===== config.mk =====
export PLATFORM = sky130hd
export DESIGN_NAME = label_raster_adjacency
export DESIGN_NICKNAME = d
export VERILOG_FILES = /design/src/design/lra_pkg.sv /design/src/design/lra_ram.sv /design/src/design/lra_front.sv /design/src/design/lra_adj.sv /design/src/design/lra_ofifo.sv /design/src/design/label_raster_adjacency.sv
export SDC_FILE = /design/constraint.sdc
export NUM_CORES = 1
export LEC_CHECK = 0
export BUFFER_PORTS_ARGS = -buffer_cell sky130_fd_sc_hd__buf_4
export CAP_MARGIN = 20
export CELL_PAD_IN_SITES_DETAIL_PLACEMENT = 0
export CELL_PAD_IN_SITES_GLOBAL_PLACEMENT = 2
export CORE_ASPECT_RATIO = 0.6
export CORE_MARGIN = 3
export CORE_UTILIZATION = 52
export DETAILED_ROUTE_END_ITERATION = 6
export PLACE_DENSITY_LB_ADDON = 0.1
export REMOVE_ABC_BUFFERS = 1
export SYNTH_ARGS = -nofsm -noshare
export SYNTH_HDL_FRONTEND = slang
export SYNTH_HIERARCHICAL = 1
export SYNTH_SLANG_ARGS = --single-unit

===== constraint.sdc =====
create_clock -name clk -period 9.7 [get_ports clk]
set_input_delay 1.455 -clock clk [delete_from_list [all_inputs] [get_ports clk]]
set_output_delay 1.455 -clock clk [all_outputs]
set_load 0.05 [all_outputs]

===== src/design/lra_pkg.sv =====
// Shared types and constants for the label raster adjacency block.
// No dependencies; imported by every module of the block except lra_ram.
package lra_pkg;

  localparam int LABEL_W   = 4;   // piece label width
  localparam int SIZE_W    = 7;   // size_z register width
  localparam int OUT_DEPTH = 4;   // result queue entries
  localparam int OUT_PTR_W = 2;   // result queue pointer width
  localparam int OUT_CNT_W = 3;   // result queue fill count width

  typedef enum logic {
    OP_CLEAR = 1'b0,
    OP_CELL  = 1'b1
  } op_t;

  // one grid cell: occupied flag plus label
  typedef struct packed {
    logic               ok;
    logic [LABEL_W-1:0] lab;
  } cell_t;

  localparam cell_t CELL_EMPTY = '{ok: 1'b0, lab: '0};

  // accepted word as seen by the pair stage
  typedef struct packed {
    logic  clr;
    cell_t cur;
    cell_t prev;
    logic  left_ok;
  } front_t;

  // one matrix job: a clear, or a pair lookup (lo < hi)
  typedef struct packed {
    logic               clr;
    logic               pair_first;
    logic [LABEL_W-1:0] lo;
    logic [LABEL_W-1:0] hi;
  } job_t;

  typedef struct packed {
    logic               last;
    logic [LABEL_W-1:0] lo;
    logic [LABEL_W-1:0] hi;
  } res_t;

  function automatic job_t make_pair(cell_t a, cell_t b, logic first);
    job_t j;
    j.clr        = 1'b0;
    j.pair_first = first;
    j.lo         = (a.lab < b.lab) ? a.lab : b.lab;
    j.hi         = (a.lab < b.lab) ? b.lab : a.lab;
    return j;
  endfunction

endpackage


===== src/design/lra_ram.sv =====
// Generic single-write, single-read synchronous RAM with registered read.
// Read returns the old contents on a same-address write. No dependencies.
module lra_ram #(
  parameter int WIDTH = 8,
  parameter int DEPTH = 16
) (
  input  logic                     clk,
  input  logic                     we,
  input  logic [$clog2(DEPTH)-1:0] waddr,
  input  logic [WIDTH-1:0]         wdata,
  input  logic                     re,
  input  logic [$clog2(DEPTH)-1:0] raddr,
  output logic [WIDTH-1:0]         rdata
);

  logic [WIDTH-1:0] mem [DEPTH];

  always_ff @(posedge clk) begin
    if (we) begin
      mem[waddr] <= wdata;
    end
    if (re) begin
      rdata <= mem[raddr];
    end
  end

endmodule


===== src/design/lra_front.sv =====
// Input side: row tracking, previous cell and the column store RAM.
// Depends on lra_pkg and lra_ram.
module lra_front #(
  parameter int PIECES     = 16,
  parameter int MAX_COLUMN = 64
) (
  input  logic                          clk,
  input  logic                          rst,
  input  logic                          take,
  input  lra_pkg::op_t                  op,
  input  logic                          empty_req,
  input  logic [lra_pkg::LABEL_W-1:0]   label,
  input  logic [lra_pkg::SIZE_W-1:0]    size_z,
  output lra_pkg::front_t               b_out,
  output lra_pkg::cell_t                left_rd
);
  import lra_pkg::*;

  localparam int RW = $clog2(MAX_COLUMN);
  localparam int CW = (RW + 1 > SIZE_W) ? RW + 1 : SIZE_W;

  logic [RW-1:0]         row;
  logic                  first;
  cell_t                 prev;
  logic [MAX_COLUMN-1:0] col_ok;
  cell_t                 cur_cell;
  logic [CW-1:0]         size_eff;
  logic [CW-1:0]         row_inc;
  logic                  col_end;
  logic                  is_cell;

  always_comb begin
    is_cell      = take && (op == OP_CELL);
    cur_cell.ok  = !empty_req && (32'(label) < PIECES);
    cur_cell.lab = label;
    if (size_z == '0) begin
      size_eff = CW'(1);
    end else if (CW'(size_z) > CW'(MAX_COLUMN)) begin
      size_eff = CW'(MAX_COLUMN);
    end else begin
      size_eff = CW'(size_z);
    end
    row_inc = CW'(row) + CW'(1);
    col_end = (row_inc >= size_eff);
  end

  always_ff @(posedge clk) begin
    if (rst) begin
      row    <= '0;
      first  <= 1'b1;
      prev   <= CELL_EMPTY;
      col_ok <= '0;
    end else if (take) begin
      if (op == OP_CLEAR) begin
        row    <= '0;
        first  <= 1'b1;
        prev   <= CELL_EMPTY;
        col_ok <= '0;
      end else begin
        col_ok[row] <= 1'b1;
        if (col_end) begin
          row   <= '0;
          first <= 1'b0;
          prev  <= CELL_EMPTY;
        end else begin
          row  <= row_inc[RW-1:0];
          prev <= cur_cell;
        end
      end
    end
  end

  // word handed to the pair stage; left label arrives from the RAM
  always_ff @(posedge clk) begin
    if (take) begin
      b_out.clr     <= (op == OP_CLEAR);
      b_out.cur     <= cur_cell;
      b_out.prev    <= prev;
      b_out.left_ok <= !first && col_ok[row];
    end
  end

  lra_ram #(
    .WIDTH ($bits(cell_t)),
    .DEPTH (MAX_COLUMN)
  ) u_col_ram (
    .clk   (clk),
    .we    (is_cell),
    .waddr (row),
    .wdata (cur_cell),
    .re    (is_cell),
    .raddr (row),
    .rdata (left_rd)
  );

endmodule


===== src/design/lra_adj.sv =====
// Pair split, adjacency matrix read-modify-write and last-flag fixup.
// Depends on lra_pkg and lra_ram.
module lra_adj #(
  parameter int PIECES = 16
) (
  input  logic                           clk,
  input  logic                           rst,
  input  logic                           take,
  input  lra_pkg::front_t                b_in,
  input  lra_pkg::cell_t                 left_rd,
  input  logic [lra_pkg::OUT_CNT_W-1:0]  out_count,
  output logic                           b_done,
  output logic                           push,
  output lra_pkg::res_t                  push_res
);
  import lra_pkg::*;

  localparam int AW = $clog2(PIECES);
  localparam int UW = OUT_CNT_W + 1;

  // split stage
  logic    b_v;
  logic    sub;
  cell_t   left_c;
  logic    pa;
  logic    pb;
  logic    two;
  logic    need;
  logic    can;
  logic    issue;
  job_t    ja;
  job_t    jb;
  job_t    job_sel;
  logic [UW-1:0] credit_use;

  // matrix stage
  logic              c_v;
  job_t              c_job;
  logic [PIECES-1:0] row_rd;
  logic [PIECES-1:0] row_eff;
  logic [PIECES-1:0] row_new;
  logic [PIECES-1:0] row_ok;
  logic              is_new;
  logic              wr;
  logic              f_v;
  logic [AW-1:0]     f_addr;
  logic [PIECES-1:0] f_data;

  // fixup stage
  logic d_v;
  logic d_new;
  job_t d_job;

  always_comb begin
    left_c = b_in.left_ok ? left_rd : CELL_EMPTY;
    pa = !b_in.clr && b_in.cur.ok && b_in.prev.ok && (b_in.cur.lab != b_in.prev.lab);
    pb = !b_in.clr && b_in.cur.ok && left_c.ok && (b_in.cur.lab != left_c.lab)
         && !(pa && (left_c.lab == b_in.prev.lab));
    two = pa && pb;
    ja  = make_pair(b_in.cur, b_in.prev, two);
    jb  = make_pair(b_in.cur, left_c, 1'b0);
    if (b_in.clr) begin
      job_sel = '{clr: 1'b1, pair_first: 1'b0, lo: '0, hi: '0};
    end else if (pa && !(two && sub)) begin
      job_sel = ja;
    end else begin
      job_sel = jb;
    end
    need = b_v && (b_in.clr || pa || pb);
    // a two-pair cell reserves queue room for both so they issue back to back
    credit_use = UW'(out_count) + UW'(c_v) + UW'(d_v) + ((two && !sub) ? UW'(2) : UW'(1));
    can    = (credit_use <= UW'(OUT_DEPTH));
    issue  = need && can;
    b_done = !b_v || !need || (can && (!two || sub));
  end

  always_ff @(posedge clk) begin
    if (rst) begin
      b_v <= 1'b0;
      sub <= 1'b0;
    end else if (take) begin
      b_v <= 1'b1;
      sub <= 1'b0;
    end else if (b_done) begin
      b_v <= 1'b0;
      sub <= 1'b0;
    end else if (issue) begin
      sub <= 1'b1;
    end
  end

  always_ff @(posedge clk) begin
    if (rst) begin
      c_v <= 1'b0;
    end else begin
      c_v <= issue;
    end
  end

  always_ff @(posedge clk) begin
    if (issue) begin
      c_job <= job_sel;
    end
  end

  // upper triangle only: row lo holds bit hi
  always_comb begin
    if (f_v && (f_addr == AW'(c_job.lo))) begin
      row_eff = f_data;
    end else if (row_ok[AW'(c_job.lo)]) begin
      row_eff = row_rd;
    end else begin
      row_eff = '0;
    end
    is_new  = !row_eff[AW'(c_job.hi)];
    wr      = c_v && !c_job.clr && is_new;
    row_new = row_eff | ({{(PIECES-1){1'b0}}, 1'b1} << AW'(c_job.hi));
  end

  always_ff @(posedge clk) begin
    if (rst) begin
      row_ok <= '0;
      f_v    <= 1'b0;
    end else begin
      f_v <= wr;
      if (c_v && c_job.clr) begin
        row_ok <= '0;
      end else if (wr) begin
        row_ok[AW'(c_job.lo)] <= 1'b1;
      end
    end
  end

  // write bypass: covers a read issued in the same cycle as this write
  always_ff @(posedge clk) begin
    if (wr) begin
      f_addr <= AW'(c_job.lo);
      f_data <= row_new;
    end
  end

  lra_ram #(
    .WIDTH (PIECES),
    .DEPTH (PIECES)
  ) u_adj_ram (
    .clk   (clk),
    .we    (wr),
    .waddr (AW'(c_job.lo)),
    .wdata (row_new),
    .re    (issue),
    .raddr (AW'(job_sel.lo)),
    .rdata (row_rd)
  );

  always_ff @(posedge clk) begin
    if (rst) begin
      d_v <= 1'b0;
    end else begin
      d_v <= c_v && !c_job.clr;
    end
  end

  always_ff @(posedge clk) begin
    d_new <= is_new;
    d_job <= c_job;
  end

  // first of two: its partner sits in the matrix stage this cycle
  always_comb begin
    push         = d_v && d_new;
    push_res.lo  = d_job.lo;
    push_res.hi  = d_job.hi;
    push_res.last = d_job.pair_first ? !(c_v && !c_job.clr && is_new) : 1'b1;
  end

endmodule


===== src/design/lra_ofifo.sv =====
// Small result queue in front of the output stream.
// Depends on lra_pkg.
module lra_ofifo (
  input  logic                          clk,
  input  logic                          rst,
  input  logic                          push,
  input  lra_pkg::res_t                 push_res,
  input  logic                          m_ready,
  output logic                          m_valid,
  output lra_pkg::res_t                 m_res,
  output logic [lra_pkg::OUT_CNT_W-1:0] count
);
  import lra_pkg::*;

  res_t                 q [OUT_DEPTH];
  logic [OUT_PTR_W-1:0] wp;
  logic [OUT_PTR_W-1:0] rp;
  logic                 pop;

  always_comb begin
    m_valid = (count != '0);
    m_res   = q[rp];
    pop     = m_valid && m_ready;
  end

  always_ff @(posedge clk) begin
    if (rst) begin
      wp    <= '0;
      rp    <= '0;
      count <= '0;
    end else begin
      if (push) begin
        wp <= wp + OUT_PTR_W'(1);
      end
      if (pop) begin
        rp <= rp + OUT_PTR_W'(1);
      end
      count <= count + OUT_CNT_W'(push) - OUT_CNT_W'(pop);
    end
  end

  always_ff @(posedge clk) begin
    if (push) begin
      q[wp] <= push_res;
    end
  end

endmodule


===== src/design/label_raster_adjacency.sv =====
// Label raster adjacency: 4-connected region adjacency over a streamed label grid.
// Depends on lra_pkg, lra_front, lra_adj, lra_ofifo (and lra_ram below them).
//
// Usage:
//   s_axis carries one word per grid cell, column after column, size_z cells
//   per column. tuser is the op: clear or cell. tdata holds empty_req and the
//   label. A clear word wipes the adjacency matrix and restarts at row 0 of
//   a new first column; it produces no result.
//   m_axis carries one word per newly found adjacent pair (smaller label in
//   the low nibble, larger in the high nibble); tlast marks the final pair
//   caused by one cell. A cell yields zero, one or two words.
//   cfg_we/cfg_wdata write size_z (reset 64); write it only while idle.
// Timing:
//   A cell with at most one candidate pair is taken every cycle while the queue
//   has room; a cell with two distinct candidate pairs holds the input until both
//   lookups issue, as the adjacency RAM does one row read-modify-write per cycle.
//   A result is registered through the split, matrix and fixup stages and the
//   result queue before m_axis, the second of two pairs right behind the first.
// Reset and stalls:
//   rst clears positions, column valid bits and matrix row valid bits at once,
//   so no clearing sweep is needed; s_axis_tready is low while rst is high.
//   If m_axis stalls, the 4-word result queue fills: a word that needs a matrix
//   lookup waits (s_axis_tready low) while queued words plus lookups in flight
//   would exceed 4 entries; cell words with no candidate pair still pass.
module label_raster_adjacency #(
  parameter int PIECES     = 16,
  parameter int MAX_COLUMN = 64
) (
  input  logic       clk,
  input  logic       rst,
  // config
  input  logic       cfg_we,
  input  logic [6:0] cfg_wdata,      // size_z
  // cell stream in
  input  logic       s_axis_tvalid,
  output logic       s_axis_tready,
  input  logic [7:0] s_axis_tdata,   // [0] empty_req, [4:1] label, [7:5] zero
  input  logic [0:0] s_axis_tuser,   // [0] op
  // pair stream out
  output logic       m_axis_tvalid,
  input  logic       m_axis_tready,
  output logic [7:0] m_axis_tdata,   // [3:0] first_piece, [7:4] second_piece
  output logic       m_axis_tlast
);
  import lra_pkg::*;

  logic [SIZE_W-1:0]    size_z;
  logic                 take;
  logic                 b_done;
  front_t               b_word;
  cell_t                left_rd;
  logic                 push;
  res_t                 push_res;
  res_t                 m_res;
  logic [OUT_CNT_W-1:0] out_count;

  // size_z register
  always_ff @(posedge clk) begin
    if (rst) begin
      size_z <= SIZE_W'(64);
    end else if (cfg_we) begin
      size_z <= cfg_wdata;
    end
  end

  // the pair stage frees up as soon as its current word has been issued
  assign s_axis_tready = b_done && !rst;
  assign take          = s_axis_tvalid && s_axis_tready;

  lra_front #(
    .PIECES     (PIECES),
    .MAX_COLUMN (MAX_COLUMN)
  ) u_front (
    .clk       (clk),
    .rst       (rst),
    .take      (take),
    .op        (op_t'(s_axis_tuser[0])),
    .empty_req (s_axis_tdata[0]),
    .label     (s_axis_tdata[4:1]),
    .size_z    (size_z),
    .b_out     (b_word),
    .left_rd   (left_rd)
  );

  lra_adj #(
    .PIECES (PIECES)
  ) u_adj (
    .clk       (clk),
    .rst       (rst),
    .take      (take),
    .b_in      (b_word),
    .left_rd   (left_rd),
    .out_count (out_count),
    .b_done    (b_done),
    .push      (push),
    .push_res  (push_res)
  );

  lra_ofifo u_ofifo (
    .clk      (clk),
    .rst      (rst),
    .push     (push),
    .push_res (push_res),
    .m_ready  (m_axis_tready),
    .m_valid  (m_axis_tvalid),
    .m_res    (m_res),
    .count    (out_count)
  );

  assign m_axis_tdata = {m_res.hi, m_res.lo};
  assign m_axis_tlast = m_res.last;

endmodule

==> impl_metrics.tcl <==
set metrics [dict create \
    run_status "complete, no violations" \
    switching_power_mw 1.50 \
    cpPeakStageDelay_ns 0.68 \
    cts-root-buf "clkbuf_16" \
    syn-instance-count 1925 \
    vias 17400 \
    finalSetupViolCount 0 \
    ys_seq_area_share_pct 70.3 \
    period_needed_ns 6.97 \
    drv_slew 0 \
    fin_util_pct 58.2 \
    tightest_slew_ns 1.03 \
    grt_pass1_vias 16800 \
    p_comb_share_pct 6.3 \
    cp_max_fo 31 \
    cts_buffers 74 \
    row_count 70 \
    synth_ff_type "edfxtp_1" \
    overflow 0 \
    final_area_mm2 0.0356 \
    antenna_left 0 \
    initial_core_util_pct 52.9 \
    detailedPlace.worstSlack_ns 2.81 \
    globalRouteTotalUtil_pct 22.5 \
    cts.repair.resized 0 \
    core-area_mm2 0.0612 \
    clk_pin_slew_ns 0.06 \
    worstSkewPairLatency_ns 0.62 \
    syn-cell-area_mm2 0.0324 \
    fin_nets 2005 \
    synth_edf_count 675 \
    dp_hpwl_mm 44.9 \
    clock.fmax_mhz 144 \
    path_cells "nand2_1 > ha_1 > inv_1 > a41oi_1 > o21a_1 > and3_1 > fa_1 > inv_1 > ha_1 > inv_1 > fa_1 > nand2b_1 > a221oi_1 > inv_1 > o21ai_0 > nor2b_2 > and2_1 > buf_4 > and2_1 > nor2b_1 > nand3_1 > nor2_1" \
    drt-vias-per-instance 6.15 \
    yosys_register_bits 798 \
    routed_wl_mm 72.6 \
    die_area_mm2 0.0654 \
    async_flop_share_pct 0 \
    synth.avg_cell_area_um2 16.8 \
    antenna_found_initial 0 \
    die_x_um 328 \
    p_int_mw 5.53 \
    powerDensity_mw_per_mm2 198 \
    cts_tree "yes" \
    h-tree-depth 3 \
    period_share_pct 71.8 \
    drive_above_1_share_pct 18.7 \
    synth_cell_type_count 79 \
    dr.pass1.iters 5 \
    die_h_um 199 \
    drc 0 \
    fin_cells 2835 \
    cp.arrival_ns 7.22 \
    critPathLaunchType "flip-flop" \
    ctsLongestPathBuffers 3 \
    clock_sinks 798 \
    gp_congestion 0.783 \
    place_inst 2702 \
    power_mw 7.03 \
    critPathSlowestCell "nor2_1" \
    cp.required_ns 9.95 \
    ys_warn_count 6 \
    hold_viol 0 \
    cap_violations 0 \
    timing.final.ws_setup_ns 2.73 \
    rsz0062_at_grt "false" \
    drt_iter0_drc 1969 \
    cts-hold-fix-buffers 0 \
    placed_area_mm2 0.0333 \
    p_leak_nw 11.5 \
    swShare_pct 21.3 \
    fin_hold_ws_ns 0.359 \
    diodes 0 \
    io_buffers 28 \
    power_frac_clock_pct 40.0 \
    setup_tns_ns 0 \
    ios 32 \
    relSlewSlack_pct 31.2 \
    wl_per_cell_um 25.6 \
    worst_clock_skew_ns 0.0194 \
    seq_power_share_pct 53.7 \
    cp_common_cell "inv_1" \
    critPathKind "flip-flop to flip-flop" \
    grt_pass1_wl_mm 109 \
    postCtsSetupBuffers 0 \
    peakVddDrop_mv 0.120 \
    syn2layout_area_growth_pct 10.0 \
    end_kind "flip-flop" \
    grt_max_degree 67 \
    hold_class "flip-flop to flip-flop" \
]
[cell type report]
type                            instances  area, um^2
Fill cell                            4663       25600
Clock inverter                         31         250
Multi-Input combinational cell        981        8870
Timing Repair Buffer                   63         505
Inverter                               33         124
Tap cell                              828        1040
Sequential cell                       798       22700
Clock buffer                          101        2080
[sequential cells by signal, indices dropped and copies added, names as in the netlist, 4 cells and up, named ones only]
name                     count
u_front/u_col_ram/mem      320
u_adj/u_adj_ram/mem        256
u_front/col_ok              64
u_ofifo/q                   36
u_adj/f_data                16
u_adj/row_ok                16
u_adj/u_adj_ram/rdata       16
u_front/b_out               12
u_adj/c_job                 10
u_adj/push_res               8
size_z                       7
u_front/row                  6
u_front/prev                 5
u_front/u_col_ram/rdata      5
u_adj/f_addr                 4
[cells by family after synthesis]
| logic type | after synthesis | share of synthesized area (%) |
|---|---|---|
| AND/OR/NAND/NOR | 443 | 6.38 |
| multiplexers | 221 | 13.6 |
| buffers and inverters | 146 | 2.53 |
| flip-flops | 798 | 70.3 |
| XOR/XNOR | 16 | 0.487 |
| adder cells (fa/ha/maj) | 33 | 1.35 |
| AO/OA/AOI/OAI | 268 | 5.41 |
[final timing paths]
path                     from  slack, ns  depth (start not counted)                           end
max reg2reg  u_front/b_out[0]       2.73                         22  u_front/u_col_ram/mem[46][1]
max          u_front/b_out[0]       2.73                         22  u_front/u_col_ram/mem[46][1]
min            u_adj/c_job[8]       0.36                          0                u_adj/d_job[8]
min reg2reg    u_adj/c_job[8]       0.36                          0                u_adj/d_job[8]
[power groups by stage]
stage	sequential [mW]	combinational [mW]	clock [mW]
floorplan	3.85	0.308	0
global placement	3.85	0.439	0
detailed placement	3.85	0.446	0
CTS	3.78	0.447	2.89
global route	3.78	0.480	3.03
finish	3.78	0.443	2.82
[layout by cell type (no fill, tap or decap), types with 9 or more instances in the layout]
master / count
edfxtp_1: 675
a21oi_1: 88
nor2_1: 172
ha_1: 30
nand3_1: 30
nand2_1: 108
a22oi_1: 56
xor2_1: 9
mux4_2: 140
dfxtp_1: 120
nand2b_1: 12
o21ai_0: 34
mux4_1: 25
clkbuf_16: 79
mux2_2: 19
and2_1: 10
o22ai_1: 19
clkinv_1: 16
nor2_2: 20
inv_1: 32
clkbuf_1: 20
a31oi_1: 11
nor2b_1: 19
buf_4: 61
mux2i_1: 35
nor3_1: 10
[metal layers]
metal	up-vias	part of all wire [%]	track usage, %
li1	7618	-	-
met1	9078	50	38.1
met2	662	39	28.6
met3	82	9.9	6.60
met4	0	1.2	3.83
met5	-	0	0
[cells in the mapped netlist, types with 11 or more instances]
cell type | n | area share [%]
a31oi_1 | 11 | 0.21
buf_2 | 22 | 0.34
o22ai_1 | 19 | 0.37
edfxtp_1 | 675 | 63
mux2i_1 | 35 | 1.1
buf_4 | 19 | 0.44
nand3_1 | 30 | 0.46
clkbuf_1 | 39 | 0.45
nand2b_1 | 12 | 0.23
mux2_2 | 19 | 0.66
nor2b_1 | 19 | 0.37
dfxtp_1 | 123 | 7.6
nand2_1 | 108 | 1.3
inv_1 | 33 | 0.38
buf_6 | 18 | 0.63
a21oi_1 | 88 | 1.4
o21ai_0 | 34 | 0.53
a22oi_1 | 56 | 1.3
nor3_1 | 14 | 0.22
ha_1 | 30 | 1.2
mux4_1 | 25 | 2.0
nor2_1 | 185 | 2.1
mux4_2 | 140 | 9.7
[critical path: cells and delay by family, from the launching register on]
kind / cells / cell delay [ns]
AND/OR/NAND/NOR: 9 / 2.94
adder cells (fa/ha/maj): 4 / 1.42
buffers and inverters: 5 / 0.59
AO/OA/AOI/OAI: 4 / 1.12
flip-flops: 1 / 0.50
Note: power is estimated with default switching activity, not from simulation.
